<file path="src/rtl/seven_point_stencil_matvec_unit_macros.svh">
// Assertion macros shared by the stencil unit RTL.
`ifndef SEVEN_POINT_STENCIL_MATVEC_UNIT_MACROS_SVH
`define SEVEN_POINT_STENCIL_MATVEC_UNIT_MACROS_SVH

// Same-cycle implication, checked on the rising edge, disabled in reset.
`define SPSM_ASSERT_NOW(label, clk, rstn, ante, cons, msg) \
    label: assert property (@(posedge clk) disable iff (!(rstn)) (ante) |-> (cons)) \
        else $error(msg);

// Next-cycle implication, checked on the rising edge, disabled in reset.
`define SPSM_ASSERT_NEXT(label, clk, rstn, ante, cons, msg) \
    label: assert property (@(posedge clk) disable iff (!(rstn)) (ante) |=> (cons)) \
        else $error(msg);

`endif

</file>
<file path="src/rtl/spsm_pkg.sv">
// Shared types, codes and helper functions of the stencil unit.
package spsm_pkg;

    localparam int MAX_X_DEFAULT = 16;
    localparam int MAX_Y_DEFAULT = 16;
    localparam int MAX_Z_DEFAULT = 16;

    // Width of a clamped grid dimension (holds up to 256).
    localparam int DIM_W = 9;
    localparam int CFG_IDX_W = 8;
    localparam int CFG_DATA_W = 32;
    localparam int ACC_W = 68;

    localparam logic OP_LOAD = 1'b0;
    localparam logic OP_COMPUTE = 1'b1;

    localparam logic MODE_PRODUCT = 1'b0;
    localparam logic MODE_RESIDUAL = 1'b1;

    localparam logic [CFG_IDX_W-1:0] CFG_MODE = 8'd0;
    localparam logic [CFG_IDX_W-1:0] CFG_SIZE_X = 8'd1;
    localparam logic [CFG_IDX_W-1:0] CFG_SIZE_Y = 8'd2;
    localparam logic [CFG_IDX_W-1:0] CFG_SIZE_Z = 8'd3;

    // Stencil terms in the order they are issued.
    localparam logic [2:0] TERM_CENTER = 3'd0;
    localparam logic [2:0] TERM_XM = 3'd1;
    localparam logic [2:0] TERM_XP = 3'd2;
    localparam logic [2:0] TERM_YM = 3'd3;
    localparam logic [2:0] TERM_YP = 3'd4;
    localparam logic [2:0] TERM_ZM = 3'd5;
    localparam logic [2:0] TERM_ZP = 3'd6;

    // Coefficient lanes inside the 128-bit coefficient word.
    localparam logic [1:0] FLD_CENTER = 2'd0;
    localparam logic [1:0] FLD_RIGHT = 2'd1;
    localparam logic [1:0] FLD_UP = 2'd2;
    localparam logic [1:0] FLD_FRONT = 2'd3;

    typedef struct packed {
        logic [DIM_W-1:0] nx;
        logic [DIM_W-1:0] ny;
        logic [DIM_W-1:0] nz;
    } grid_t;

    typedef struct packed {
        logic [1:0] field;
        logic       en;
    } term_ctrl_t;

    typedef struct packed {
        logic       init;
        logic       load_rhs;
        logic       mul_en;
        logic [1:0] field;
        logic       term_en;
        logic       acc_en;
        logic       neg;
    } mac_ctrl_t;

    function automatic int addr_width(input int depth);
        return (depth > 1) ? $clog2(depth) : 1;
    endfunction

    function automatic logic [31:0] cell_index(input logic [3:0] x, input logic [3:0] y,
                                               input logic [3:0] z, input int mx,
                                               input int my);
        return 32'(z) * 32'(mx) * 32'(my) + 32'(y) * 32'(mx) + 32'(x);
    endfunction

    function automatic logic [DIM_W-1:0] clamp_size(input logic [4:0] s, input int mx);
        if (s == 5'd0) begin
            return DIM_W'(1);
        end
        if (32'(s) > 32'(mx)) begin
            return DIM_W'(mx);
        end
        return DIM_W'(s);
    endfunction

endpackage

</file>
<file path="src/rtl/spsm_mac.sv">
// Shared multiplier and exact accumulator with rounding and saturation.
module spsm_mac
    import spsm_pkg::*;
(
    input  logic               aclk,
    input  mac_ctrl_t          ctrl,
    input  logic [127:0]       coef_word,
    input  logic signed [31:0] vec_data,
    input  logic signed [31:0] rhs_data,
    output logic signed [31:0] value,
    output logic               overflow
);

    logic signed [31:0]      coef_sel;
    logic signed [63:0]      prod_reg, prod_next;
    logic signed [ACC_W-1:0] acc_reg, acc_next;
    logic [ACC_W-1:0]        prod_ext;
    logic [ACC_W-1:0]        rounded;

    always_comb begin
        unique case (ctrl.field)
            FLD_CENTER: coef_sel = coef_word[31:0];
            FLD_RIGHT:  coef_sel = coef_word[63:32];
            FLD_UP:     coef_sel = coef_word[95:64];
            FLD_FRONT:  coef_sel = coef_word[127:96];
            default:    coef_sel = coef_word[31:0];
        endcase
    end

    // A term whose neighbor is missing enters as zero.
    always_comb begin
        prod_next = prod_reg;
        if (ctrl.mul_en) begin
            prod_next = ctrl.term_en ? (64'(coef_sel) * 64'(vec_data)) : 64'sd0;
        end
    end

    assign prod_ext = {{(ACC_W - 64){prod_reg[63]}}, prod_reg};

    // The sum is held in Q36.32 and never loses a bit before the final rounding.
    // The Q16.16 right-hand side enters shifted up by sixteen bits.
    always_comb begin
        acc_next = acc_reg;
        if (ctrl.init) begin
            acc_next = ctrl.load_rhs ? {{(ACC_W - 48){rhs_data[31]}}, rhs_data, 16'd0}
                                     : '0;
        end else if (ctrl.acc_en) begin
            acc_next = ctrl.neg ? (acc_reg - prod_ext) : (acc_reg + prod_ext);
        end
    end

    always_ff @(posedge aclk) begin
        prod_reg <= prod_next;
        acc_reg <= acc_next;
    end

    // Round to nearest with ties upward, then saturate to Q16.16.
    assign rounded = acc_reg + ACC_W'(32768);
    assign overflow = !((&rounded[ACC_W-1:47]) || !(|rounded[ACC_W-1:47]));
    assign value = overflow ? (rounded[ACC_W-1] ? 32'sh8000_0000 : 32'sh7fff_ffff)
                            : rounded[47:16];

endmodule

</file>
<file path="config.mk">
export PLATFORM = sky130hd
export DESIGN_NAME = spsm_mac
export DESIGN_NICKNAME = d
export VERILOG_FILES = /design/src/rtl/seven_point_stencil_matvec_unit_macros.svh /design/src/rtl/spsm_pkg.sv /design/src/rtl/spsm_mac.sv
export SDC_FILE = /design/constraint.sdc
export NUM_CORES = 2
export LEC_CHECK = 0
export BUFFER_PORTS_ARGS = -buffer_cell sky130_fd_sc_hd__buf_2
export CAP_MARGIN = 20
export CORE_AREA = 3 3 352 354
export CTS_CLUSTER_DIAMETER = 50
export CTS_CLUSTER_SIZE = 30
export DETAILED_ROUTE_END_ITERATION = 10
export DIE_AREA = 0 0 355 357
export HOLD_SLACK_MARGIN = 0.06
export PLACE_DENSITY = 0.62
export SYNTH_ARGS = -nofsm -noshare
export SYNTH_HDL_FRONTEND = slang
export SYNTH_SLANG_ARGS = --single-unit
</file>
<file path="constraint.sdc">
create_clock -name aclk -period 13.4 [get_ports aclk]
set_input_delay 1.34 -clock aclk [delete_from_list [all_inputs] [get_ports aclk]]
set_output_delay 1.34 -clock aclk [all_outputs]
set_load 0.01 [all_outputs]
</file>
== Yosys cells after proc, flatten, opt, wreduce, memory -nomap -nowiden ==
Cells that the tools add are included.
Word-level totals
  register bits after elaboration: 132
  bits in latches: 0
  bits in writable memories: 0
  memory bits (read-only): 0
  input port bits: 201
  output and inout port bits: 33
  word-level logic and storage cells: 23
  memories: 0
Cells by class
  add/sub/neg operators: 3
  multipliers: 1
  divide/modulo/power cells: 0
  magnitude comparators: 0
  equality and inequality tests: 3
  shift-type cells: 0
  muxes and demuxes: 7
  bitwise logic cells: 0
  reduce and logical (&&, ||, !) cells: 7
Operators with widths (number)
  2-to-1 mux 68 bit: 4
  case mux 32 bit (4 select lines): 1
  adder 68 x 17 -> 68 bit (second input constant): 1
  adder 68 bit: 1
  subtractor 68 bit: 1
  multiplier 32 x 32 -> 64 bit: 1
  2-to-1 mux 32 bit: 2
  AND reduction 21 bit: 1
  OR reduction 21 bit: 1
  equality test 2 bit (second input constant): 2
  equality test 2 x 1 -> 1 bit (second input constant): 1
  logical NOT 1 bit: 2
  logical NOT 2 bit: 1
  nonzero test 2 bit: 1
  logical OR 1 bit: 1

== Logic depth before layout (Yosys ltp) ==
  word-level depth: 5
  gate-level depth with buffers: 34
  mapped depth without buffers: 29

== Worst setup path before layout ==
Ideal clock, no wire load.
  kind: input port to flip-flop
  start: input port ctrl[4] in the netlist's numbering
  end: register prod_reg[61], data pin
  setup time: 0.255 ns
  data arrival time: 10.397 ns
  required time: 13.145 ns
  setup slack: 2.749 ns
  cell stages on the path: 31
  path buffers: 5
  cells stage by stage: clkbuf_1 > buf_1 > buf_1 > mux4_2 > clkbuf_1 > and2_1 > fa_1 > fa_1 > fa_1 > inv_1 > fa_1 > inv_1 > fa_1 > inv_1 > fa_1 > inv_1 > fa_1 > fa_1 > ha_1 > clkbuf_1 > and4_1 > nor2b_1 > nand3_1 > a311o_1 > a31oi_1 > o21ai_1 > o211a_1 > o31a_1 > o41ai_1 > xor2_1 > and2_1
On the way
  cells in the longest elaborated chain, start to end: 3
  elaborated cells on any way between the ends: 6
  classes of those cells: 1 x mul; 3 x eq/ne; 1 x mux; 1 x reduce/logical
Ends and longest elaborated chain
  from (decl): RTL line spsm_mac.sv:6  | input mac_ctrl_t ctrl,
  equality test 2 bit (tied with other cells): RTL line spsm_mac.sv:21  | unique case (ctrl.field)
  case mux 32 bit (4 select lines) *: RTL line spsm_mac.sv:21
  multiplier 32 x 32 -> 64 bit *: RTL line spsm_mac.sv:34  | prod_next = ctrl.term_en ? (64'(coef_sel) * 64'(vec_data)) : 64'sd0;
  to (signal assigned): RTL line spsm_mac.sv:53  | prod_reg <= prod_next;
  to (decl): RTL line spsm_mac.sv:15  | logic signed [63:0] prod_reg, prod_next;
Every way passes the cells marked *; elsewhere a longest branch is shown, timed or not.
A chain may end at the register's enable or synchronous reset.

== Final worst setup path ==
Same ends and word-level chain as after synthesis.

==> flow_summary_export.csv <==
group,metric,value,unit
clock_network,post_cts_buffers,0,
critical_path,crit_top_cell,"fa_1",
placement,dp_hpwl,107000,um
global_routing,first_global_vias,38400,
global_routing,overflow,0,
timing,slew_headroom,20.9,%
critical_path,cp-end-kind,"register",
clock_network,cts_buffer_depth,2,
critical_path,crit_type,"in2reg",
layout,largest_reg_flops,68,
clock_network,cts_sinks,132,
global_routing,grt_pass1_wl,217000,um
timing,fin_crit_sh,78.4,%
timing,grt_setup_unrepaired,"false",
hold_path,hp-class,"reg2reg",
timing,hold_viol_final,0,
routing,drc_errors,0,
global_routing,antenna_found_initial,9,
outcome,status,"finished, final reports clean",
routing,first_pass_iters,5,
floorplan,io_pins,234,
timing,tns,0,ns
yosys,ys_seq_elements,132,
layout,layout.nets,6794,
routing,drtAntennaViolNets,0,
routing,drt_iter0_markers,2852,
floorplan,coreArea,0.121,mm^2
layout,fin_area,0.0513,mm^2
yosys,ys_warn_count,0,
timing,clock_skew,0.00942,ns
layout,layout_commonest_cell,"fa_1",
yosys,syn_nets,6796,
placement,place_congestion,0.905,
floorplan,fp.dieW,355,um
clock_network,ctsHoldBuffers,0,
yosys,netlist_area,0.0483,mm^2
yosys,synth_ff_type,"edfxtp_1",
yosys,synth_top_area_share,44.9,%
yosys,synth-edff-count,132,
layout,n_fill_cell,12000,
yosys,synth_area_leaders,"fa_1, edfxtp_1, inv_1",
floorplan,rows,128,
timing,setup_ws,2.89,ns
global_routing,grt.total_usage,21.8,%
routing,wirelength,137000,um
clock_network,clk_latency,0.44,ns
floorplan,dieArea,0.127,mm^2
clock_network,cts_tree,"built",
layout,final_cell_mix,"fa_1, inv_1, nand2_1",
flow_run,maxCapViolations,0,
timing,hold_slack,0.731,ns
critical_path,start_kind,"input pin",
clock_network,root_buffer,"clkbuf_16",
layout,area_growth,6.11,%
timing,worstMarginPinSlew,1.19,ns
yosys,synth_area_per_cell,9.19,um^2
critical_path,path_max_fanout,32,
critical_path,arrival,10.70,ns
floorplan,die_y,357,um
clock_network,h-tree-depth,4,
critical_path,worst_path_largest_cell_delay,0.95,ns
critical_path,crit_slowest_cell,"mux4_2",
layout,drive_gt1_share,6.62,%
routing,vias_per_cell,5.25,
timing,slew_viol_final,0,
yosys,synth_cells,5259,
clock_network,ctsResizeCount,0,
placement,placed_cell_area,0.0507,mm^2
routing,num_vias,36200,
clock_network,clk_pin_slew,0.07,ns
placement,dp_slack,2.34,ns
timing,fmax,95.1,MHz
yosys,ys_types,78,
layout,multiInputGateArea,0.0396,mm^2
yosys,yosysTopAreaCell,"fa_1",
routing,wire_per_inst,19.8,um
floorplan,initial_core_util,39.8,%
global_routing,grt_max_degree,69,
timing,period_needed,10.51,ns
placement,port_buffers,233,
layout,final-seq-area,0.00396,mm^2
timing,setup_viol,0,
yosys,synth-async-reset-ratio,0,%
critical_path,worst_ep_required_time,13.59,ns
yosys,seq_area_frac_synth,8.20,%
clock_network,cts_buffers,17,
[metal layers]
layer | up-vias | part of all wire [%] | global-route usage (%)
met3 | 186 | 8.2 | 3.91
met2 | 1412 | 45 | 34.8
met4 | 4 | 2.2 | 4.95
met5 | - | 0.019 | 0
met1 | 18500 | 45 | 31.1
li1 | 16100 | - | -
[critical path: cells and delay by family]
family,cells,cell delay [ns]
xor+xnor,1,0.10
mux,1,0.95
fa+ha+maj,9,4.35
compound gates,6,1.86
simple gates,5,1.02
buf+inv,6,0.97
[final cells by class]
type / instances / area share (%)
Multi-Input combinational cell: 3858 / 77.2
Sequential cell: 132 / 7.73
Inverter: 988 / 7.23
Clock inverter: 15 / 0.339
Antenna cell: 5 / 0.0244
Tap cell: 1625 / 3.96
Timing Repair Buffer: 260 / 2.67
Clock buffer: 17 / 0.829
[cell families after synthesis]
family	share of synthesized area, %
AO/OA/AOI/OAI	7.30
XOR/XNOR	4.13
AND/OR/NAND/NOR	17.4
multiplexers	1.67
buffers and inverters	9.87
flip-flops	8.20
adder cells (fa/ha/maj)	51.4
[final timing paths]
path,from,end,cells past startpoint,slack (ns)
max reg2reg,prod_reg[4]$_SDFFCE_PN0P_,acc_reg[67]$_DFFE_PP_,20,7.12
min,acc_reg[0]$_SDFFCE_PP0P_,acc_reg[0]$_SDFFCE_PP0P_,3,0.73
min reg2reg,acc_reg[0]$_SDFFCE_PP0P_,acc_reg[0]$_SDFFCE_PP0P_,3,0.73
max,ctrl[4],prod_reg[61]$_SDFFCE_PN0P_,28,2.89
[Yosys cell counts, drive strengths merged, types with 45 or more instances]
cell type / n
fa: 1083
inv: 988
nand2: 648
and2: 582
clkbuf: 268
ha: 253
nor2: 190
a21oi: 185
o21ai: 155
xnor2: 149
edfxtp: 132
a21o: 79
xor2: 77
nand4: 46
nor3: 45
[metrics by stage]
stage                     utilization [%]  std cells
final                                42.2       6900
after floorplan                         -       5259
after detailed placement             41.7       6863
after global placement               41.7       6863
after CTS                            42.2       6895
after global routing                 42.2       6898
Power is not shown: default switching activity piles up to over one toggle a cycle in this logic, so the estimate is an artifact.
