==> src/rtl/seven_point_stencil_matvec_unit_macros.svh <==
// Assertion macros shared by the stencil unit RTL.
`ifndef SEVEN_POINT_STENCIL_MATVEC_UNIT_MACROS_SVH
`define SEVEN_POINT_STENCIL_MATVEC_UNIT_MACROS_SVH

// Same-cycle implication, checked on the rising edge, disabled in reset.
`define SPSM_ASSERT_NOW(label, clk, rstn, ante, cons, msg) \
    label: assert property (@(posedge clk) disable iff (!(rstn)) (ante) |-> (cons)) \
        else $error(msg);

// Next-cycle implication, checked on the rising edge, disabled in reset.
`define SPSM_ASSERT_NEXT(label, clk, rstn, ante, cons, msg) \
    label: assert property (@(posedge clk) disable iff (!(rstn)) (ante) |=> (cons)) \
        else $error(msg);

`endif

==> src/rtl/spsm_pkg.sv <==
// Shared types, codes and helper functions of the stencil unit.
package spsm_pkg;

    localparam int MAX_X_DEFAULT = 16;
    localparam int MAX_Y_DEFAULT = 16;
    localparam int MAX_Z_DEFAULT = 16;

    // Width of a clamped grid dimension (holds up to 256).
    localparam int DIM_W = 9;
    localparam int CFG_IDX_W = 8;
    localparam int CFG_DATA_W = 32;
    localparam int ACC_W = 68;

    localparam logic OP_LOAD = 1'b0;
    localparam logic OP_COMPUTE = 1'b1;

    localparam logic MODE_PRODUCT = 1'b0;
    localparam logic MODE_RESIDUAL = 1'b1;

    localparam logic [CFG_IDX_W-1:0] CFG_MODE = 8'd0;
    localparam logic [CFG_IDX_W-1:0] CFG_SIZE_X = 8'd1;
    localparam logic [CFG_IDX_W-1:0] CFG_SIZE_Y = 8'd2;
    localparam logic [CFG_IDX_W-1:0] CFG_SIZE_Z = 8'd3;

    // Stencil terms in the order they are issued.
    localparam logic [2:0] TERM_CENTER = 3'd0;
    localparam logic [2:0] TERM_XM = 3'd1;
    localparam logic [2:0] TERM_XP = 3'd2;
    localparam logic [2:0] TERM_YM = 3'd3;
    localparam logic [2:0] TERM_YP = 3'd4;
    localparam logic [2:0] TERM_ZM = 3'd5;
    localparam logic [2:0] TERM_ZP = 3'd6;

    // Coefficient lanes inside the 128-bit coefficient word.
    localparam logic [1:0] FLD_CENTER = 2'd0;
    localparam logic [1:0] FLD_RIGHT = 2'd1;
    localparam logic [1:0] FLD_UP = 2'd2;
    localparam logic [1:0] FLD_FRONT = 2'd3;

    typedef struct packed {
        logic [DIM_W-1:0] nx;
        logic [DIM_W-1:0] ny;
        logic [DIM_W-1:0] nz;
    } grid_t;

    typedef struct packed {
        logic [1:0] field;
        logic       en;
    } term_ctrl_t;

    typedef struct packed {
        logic       init;
        logic       load_rhs;
        logic       mul_en;
        logic [1:0] field;
        logic       term_en;
        logic       acc_en;
        logic       neg;
    } mac_ctrl_t;

    function automatic int addr_width(input int depth);
        return (depth > 1) ? $clog2(depth) : 1;
    endfunction

    function automatic logic [31:0] cell_index(input logic [3:0] x, input logic [3:0] y,
                                               input logic [3:0] z, input int mx,
                                               input int my);
        return 32'(z) * 32'(mx) * 32'(my) + 32'(y) * 32'(mx) + 32'(x);
    endfunction

    function automatic logic [DIM_W-1:0] clamp_size(input logic [4:0] s, input int mx);
        if (s == 5'd0) begin
            return DIM_W'(1);
        end
        if (32'(s) > 32'(mx)) begin
            return DIM_W'(mx);
        end
        return DIM_W'(s);
    endfunction

endpackage

==> src/rtl/spsm_term_gen.sv <==
// Address and enable generation for one stencil term of the current cell.
module spsm_term_gen
    import spsm_pkg::*;
#(
    parameter int MAX_X = MAX_X_DEFAULT,
    parameter int MAX_Y = MAX_Y_DEFAULT,
    parameter int MAX_Z = MAX_Z_DEFAULT,
    localparam int AW = addr_width(MAX_X * MAX_Y * MAX_Z)
) (
    input  logic [3:0]    cell_x,
    input  logic [3:0]    cell_y,
    input  logic [3:0]    cell_z,
    input  grid_t         grid,
    input  logic [2:0]    term,
    output logic [AW-1:0] coef_addr,
    output logic [AW-1:0] vec_addr,
    output term_ctrl_t    ctrl
);

    logic        xm_ok, xp_ok, ym_ok, yp_ok, zm_ok, zp_ok;
    logic [31:0] idx_c, idx_xm, idx_xp, idx_ym, idx_yp, idx_zm, idx_zp;

    // A neighbor on the low side exists unless the cell sits on the face;
    // one on the high side exists while it stays inside the configured grid.
    assign xm_ok = (cell_x != 4'd0);
    assign ym_ok = (cell_y != 4'd0);
    assign zm_ok = (cell_z != 4'd0);
    assign xp_ok = (DIM_W'(cell_x) + DIM_W'(1)) < grid.nx;
    assign yp_ok = (DIM_W'(cell_y) + DIM_W'(1)) < grid.ny;
    assign zp_ok = (DIM_W'(cell_z) + DIM_W'(1)) < grid.nz;

    assign idx_c  = cell_index(cell_x, cell_y, cell_z, MAX_X, MAX_Y);
    assign idx_xm = cell_index(cell_x - 4'd1, cell_y, cell_z, MAX_X, MAX_Y);
    assign idx_xp = cell_index(cell_x + 4'd1, cell_y, cell_z, MAX_X, MAX_Y);
    assign idx_ym = cell_index(cell_x, cell_y - 4'd1, cell_z, MAX_X, MAX_Y);
    assign idx_yp = cell_index(cell_x, cell_y + 4'd1, cell_z, MAX_X, MAX_Y);
    assign idx_zm = cell_index(cell_x, cell_y, cell_z - 4'd1, MAX_X, MAX_Y);
    assign idx_zp = cell_index(cell_x, cell_y, cell_z + 4'd1, MAX_X, MAX_Y);

    // Missing neighbors read the center cell so no address leaves the store.
    always_comb begin
        coef_addr = idx_c[AW-1:0];
        vec_addr = idx_c[AW-1:0];
        ctrl.field = FLD_CENTER;
        ctrl.en = 1'b0;
        unique case (term)
            TERM_CENTER: begin
                ctrl.en = 1'b1;
            end
            TERM_XM: begin
                ctrl.field = FLD_RIGHT;
                ctrl.en = xm_ok;
                if (xm_ok) begin
                    coef_addr = idx_xm[AW-1:0];
                    vec_addr = idx_xm[AW-1:0];
                end
            end
            TERM_XP: begin
                ctrl.field = FLD_RIGHT;
                ctrl.en = xp_ok;
                if (xp_ok) begin
                    vec_addr = idx_xp[AW-1:0];
                end
            end
            TERM_YM: begin
                ctrl.field = FLD_UP;
                ctrl.en = ym_ok;
                if (ym_ok) begin
                    coef_addr = idx_ym[AW-1:0];
                    vec_addr = idx_ym[AW-1:0];
                end
            end
            TERM_YP: begin
                ctrl.field = FLD_UP;
                ctrl.en = yp_ok;
                if (yp_ok) begin
                    vec_addr = idx_yp[AW-1:0];
                end
            end
            TERM_ZM: begin
                ctrl.field = FLD_FRONT;
                ctrl.en = zm_ok;
                if (zm_ok) begin
                    coef_addr = idx_zm[AW-1:0];
                    vec_addr = idx_zm[AW-1:0];
                end
            end
            TERM_ZP: begin
                ctrl.field = FLD_FRONT;
                ctrl.en = zp_ok;
                if (zp_ok) begin
                    vec_addr = idx_zp[AW-1:0];
                end
            end
            default: begin
                ctrl.en = 1'b0;
            end
        endcase
    end

endmodule

==> config.mk <==
export PLATFORM = sky130hd
export DESIGN_NAME = spsm_term_gen
export DESIGN_NICKNAME = d
export VERILOG_FILES = /design/src/rtl/seven_point_stencil_matvec_unit_macros.svh /design/src/rtl/spsm_pkg.sv /design/src/rtl/spsm_term_gen.sv
export SDC_FILE = /design/constraint.sdc
export NUM_CORES = 1
export LEC_CHECK = 0
export BUFFER_PORTS_ARGS = -buffer_cell sky130_fd_sc_hd__clkbuf_2
export CAP_MARGIN = 10
export CORE_UTILIZATION = 50
export DETAILED_ROUTE_END_ITERATION = 12
export PLACE_DENSITY = 0.91
export REMOVE_ABC_BUFFERS = 1
export SYNTH_ARGS = -nofsm -noshare
export SYNTH_HDL_FRONTEND = slang
export SYNTH_SLANG_ARGS = --single-unit
==> constraint.sdc <==
create_clock -name vclk -period 8.3
set_input_delay 1.66 -clock vclk [all_inputs]
set_output_delay 1.66 -clock vclk [all_outputs]
set_load 0.02 [all_outputs]
---- Yosys cells after proc, flatten, opt, wreduce, memory -nomap -nowiden ----
Cells that the tools add are included.
word-level totals
  flip-flop bits (word level) ............. 0
  input port bits ......................... 42
  output and inout port bits .............. 27
  word-level logic and storage cells ...... 47
operators by class
  add/subtract/negate cells ............... 21
  $lt $le $gt $ge ......................... 3
  equality and inequality tests ........... 6
  muxes and demuxes ....................... 10
  reductions and logical operators ........ 7
operators with widths
  kind                                                                   number
  12-bit by 4-bit adder with 12-bit output                               7
  12-bit two-way mux                                                     6
  12-bit one-hot mux with 6 select lines                                 1
  12-bit by 8-bit adder with 12-bit output                               5
  12-bit one-hot mux with 3 select lines                                 1
  5-bit by 9-bit less-than comparator with 1-bit output                  3
  4-bit by 1-bit adder with 5-bit output, second input constant          3
  4-bit by 1-bit adder with 4-bit output, second input constant          3
  4-bit nonzero test                                                     3
  4-bit by 1-bit subtractor with 4-bit output, second input constant     3
  3-bit equality test, second input constant                             3
  1-bit one-hot mux with 7 select lines                                  1
  3-bit by 2-bit equality test with 1-bit output, second input constant  2
  2-bit one-hot mux with 3 select lines                                  1
  2-bit OR reduction                                                     3
  3-bit by 1-bit equality test with 1-bit output, second input constant  1
  3-bit logical NOT                                                      1

---- Longest topological paths before layout ----
  word-level depth ........................ 5
  mapped depth ............................ 9
  mapped depth without buffers ............ 8

---- Worst setup path after synthesis ----
OpenSTA, ideal clock, no wires.
  path type ............................... input to output
  start point ............................. input cell_y[2]
  end point ............................... output vec_addr[4]
  data arrival time ....................... 3.613 ns
  data required time ...................... 6.640 ns
  path slack .............................. 3.027 ns
  cell stages on the path ................. 9
  buffers on the path ..................... 1
  path through ............................ clkbuf_1 -> nand3_1 -> xnor2_1 -> ha_1 -> or4_4 -> o21ai_2 -> o21a_2 -> nor2_1 -> xnor2_1
on the way
  cells in the longest elaborated chain, start to end .. 4
  elaborated cells on any way between the ends .. 6
  those cells by class .................... add/sub (1); order compare (1); mux (3); reduce/logical (1)
ends and longest elaborated chain
  what                                                   line                 source
  start, declared                                        spsm_term_gen.sv:11  input logic [3:0] cell_y,
  4-bit by 1-bit adder with 5-bit output                 spsm_term_gen.sv:29  assign yp_ok = (DIM_W'(cell_y) + DIM_W'(1)) < grid.ny;
  5-bit by 9-bit less-than comparator with 1-bit output  spsm_term_gen.sv:29
  12-bit two-way mux                                     spsm_term_gen.sv:76  if (yp_ok) begin
  12-bit one-hot mux with 6 select lines *               spsm_term_gen.sv:46  unique case (term)
  end, declared                                          spsm_term_gen.sv:16  output logic [AW-1:0] vec_addr,
Every way passes the cells marked *; elsewhere a longest branch is shown, timed or not.

---- Final worst setup path ----
  start point ............................. input cell_y[0]
  end point ............................... output vec_addr[5]
on the way
  cells in the longest elaborated chain, start to end .. 5
  elaborated cells on any way between the ends .. 24
  those cells by class .................... add/sub (15); order compare (1); mux (7); reduce/logical (1)
ends and longest elaborated chain
  what                                                                                                   line                                      source
  4-bit by 1-bit adder with 4-bit output or 4-bit by 1-bit subtractor with 4-bit output (tied branches)  spsm_term_gen.sv:36, spsm_term_gen.sv:35
  12-bit by 8-bit adder with 12-bit output                                                               spsm_pkg.sv:68                            return 32'(z) * 32'(mx) * 32'(my) + 32'(y) * 32'(mx) + 32'(x);
  12-bit by 4-bit adder with 12-bit output                                                               spsm_pkg.sv:68
  12-bit two-way mux, on equally long branches                                                           spsm_term_gen.sv:76, spsm_term_gen.sv:68
  12-bit one-hot mux with 6 select lines *                                                               spsm_term_gen.sv:46
Marks and branches as above.

==> impl_metrics.py <==
metrics = {
    "final_layout": {
        "final_core_util": 0.7271,
        "seq_cell_count": 0,
        "ff_latch_area_sq_um": 0,
        "drive_above_1_share": 0.3565,
        "fillerInstances": 177,
        "syn_to_final_growth_pct": 31.87,
        "finalNetCount": 292,
        "n_clock_buffer": 0,
        "diodes": 0,
        "final_cells": 257,
    },
    "setup_path": {
        "cpPeakStageDelay_ps": 530,
        "worst-path-max-fanout": 6,
        "crit_arrival_ps": 3720,
        "worstSetupPathType": "in -> out",
        "startpoint_type": "primary input",
        "required_ps": 6640,
        "crit_slowest_cell": "or4_4",
        "path_cells": "clkbuf_2 -> ha_1 -> and3_1 -> ha_1 -> or4_4 -> o21ai_2 -> o21ai_2 -> a211oi_1 -> a31oi_1 -> clkbuf_2",
        "end_kind": "output pin",
    },
    "route": {
        "vias": 1354,
        "ant_nets": 0,
        "drt_iter0_markers": 24,
        "drc": 0,
        "routed_wl_mm": 2.741,
        "drt-wirelength-per-cell_um": 10.67,
        "drt-vias-per-instance": 5.268,
        "dr.pass1.iters": 4,
    },
    "logic_synthesis": {
        "synth_top_family_by_area": "simple AND/OR/NAND/NOR gates",
        "synthesis.area_sq_um": 1115,
        "synthSimpleGateAreaFrac": 0.3030,
        "synthAdderAreaFrac": 0.2020,
        "syn_area_per_cell_sq_um": 6.716,
        "yosysWarningCount": 0,
        "ys_top_cells_by_area": "ha_1, xnor2_1, inv_1",
        "synthMuxAreaShare": 0.03928,
        "synth_compound_gate_area_share": 0.2503,
        "synth.distinct_cells": 43,
        "yosys.cell_count.top_type": "inv_1",
        "syn-instance-count": 166,
        "synth_largest_area_cell": "ha_1",
        "synth_top_cell_area_share": 0.2020,
        "ys_seq_area_frac": 0,
        "yosys-top-cells-count": "inv_1, ha_1, nand2_1",
        "synth_xor_area_frac": 0.1100,
    },
    "sta": {
        "setup_viol": 0,
        "hold_viol_final": 0,
        "tightest_slew_ps": 360.9,
        "finalCritPeriodShare": 0.6483,
        "drv_slew": 0,
        "slew-limit-headroom": 0.7589,
        "setup_tns_ps": 0,
        "fin_hold_ws_ps": 3700,
        "fin_ws_ps": 2919,
        "fmax_ghz": 0.1859,
        "fin_crit_ps": 5381,
        "rsz0062_at_grt": "false",
    },
    "die": {
        "std_cell_rows": 16,
        "coreArea_sq_um": 2022,
        "die_area_sq_um": 2423,
        "dieHeight_um": 49.22,
        "die_w_um": 49.22,
        "pin_count": 69,
        "start_util": 0.5514,
    },
    "global_routing": {
        "antenna_found_initial": 0,
        "first_global_vias": 1199,
        "grt-ovfl-total": 0,
        "grt_pass1_wl_mm": 4.726,
        "track_usage": 0.2308,
        "grt_max_degree": 11,
    },
    "placement": {
        "dp_slack_ps": 2942,
        "dp_hpwl_mm": 2.401,
        "io_buffers": 69,
        "gp_congestion": 0.8663,
        "dp_cells": 257,
    },
    "flow_run": {
        "maxCapViolCount": 0,
    },
    "status": {
        "outcome": "finished clean",
    },
    "power_and_ir_drop": {
        "power.density_nw_per_um2": 60.88,
        "static-leakage-power_uw": 0.0008161,
        "vdd_ir_drop_max_v": 0.00004692,
    },
    "clock_tree": {
        "post-cts-setup-buffers": 0,
        "ctsResizeCount": 0,
        "holdBufCountCts": 0,
    },
    "min_path": {
        "min_path_type": "in -> out",
    },
}
[layout make-up]
| cell class | instances | area, sq um | area share |
|---|---|---|---|
| repair buffers | 69 | 345.3 | 0.2349 |
| multi-input cells | 139 | 1008 | 0.6860 |
| well taps | 27 | 33.78 | 0.02298 |
| inverters | 22 | 82.58 | 0.05617 |
[per-layer routing]
layer	track usage	share of wire
met3	0.009346	0.061
met2	0.4155	0.46
met4	0.01961	0
met5	0	0
met1	0.3095	0.48
[cells by family (layout without fill, tap and decap cells)]
kind of cell	after synthesis	after routing
xor gates and xnor gates	14	14
muxes	4	4
and+or+nand+nor	62	62
AOI/OAI and AO/OA	41	41
adders and majority gates	18	18
buffers and inverters	27	91
[path summary, 6_finish.rpt]
kind  startpoint  slack [ps]  depth (start not counted)           to
max    cell_y[0]        2920                         10  vec_addr[5]
min    cell_y[0]        3700                          3  vec_addr[4]
[report_power, final]
part	internal [uW]	total (uW)	switching (uW)
Combinational	36.9	89.5	52.6
Clock	0	0	0
Sequential	0	0	0
Total	36.9	89.5	52.6
[worst max-delay path: cells and delay by family]
family / cells / cell delay (ps)
AND/OR/NAND/NOR: 2 / 740
buffers and inverters: 2 / 290
adder cells (fa/ha/maj): 2 / 450
AO/OA/AOI/OAI: 4 / 570
[layout by cell type (no fill, tap or decap), drive strengths merged, types with 2 or more instances in the layout]
cell type,synthesis,routed
a31o,2,2
nand3,8,8
nor4,5,5
and3,4,4
nand4,2,2
or3,4,4
nor2,12,12
nand2,18,18
o22ai,2,2
nand3b,2,2
xnor2,10,10
o21a,5,5
o21ai,11,11
a21oi,8,8
clkbuf,3,69
inv,22,22
xor2,4,4
o211ai,4,4
a21boi,4,4
ha,18,18
mux2,3,3
[stage by stage]
stage	instance area [sq um]	power [uW]
3_5_place_dp	1470	89.40
2_1_floorplan	1091	55.89
5_1_grt	1470	99.41
3_3_place_gp	1470	87.66
6_report	1470	89.50
4_1_cts	1470	89.83
No activity file was read; power rests on OpenSTA's default activity.
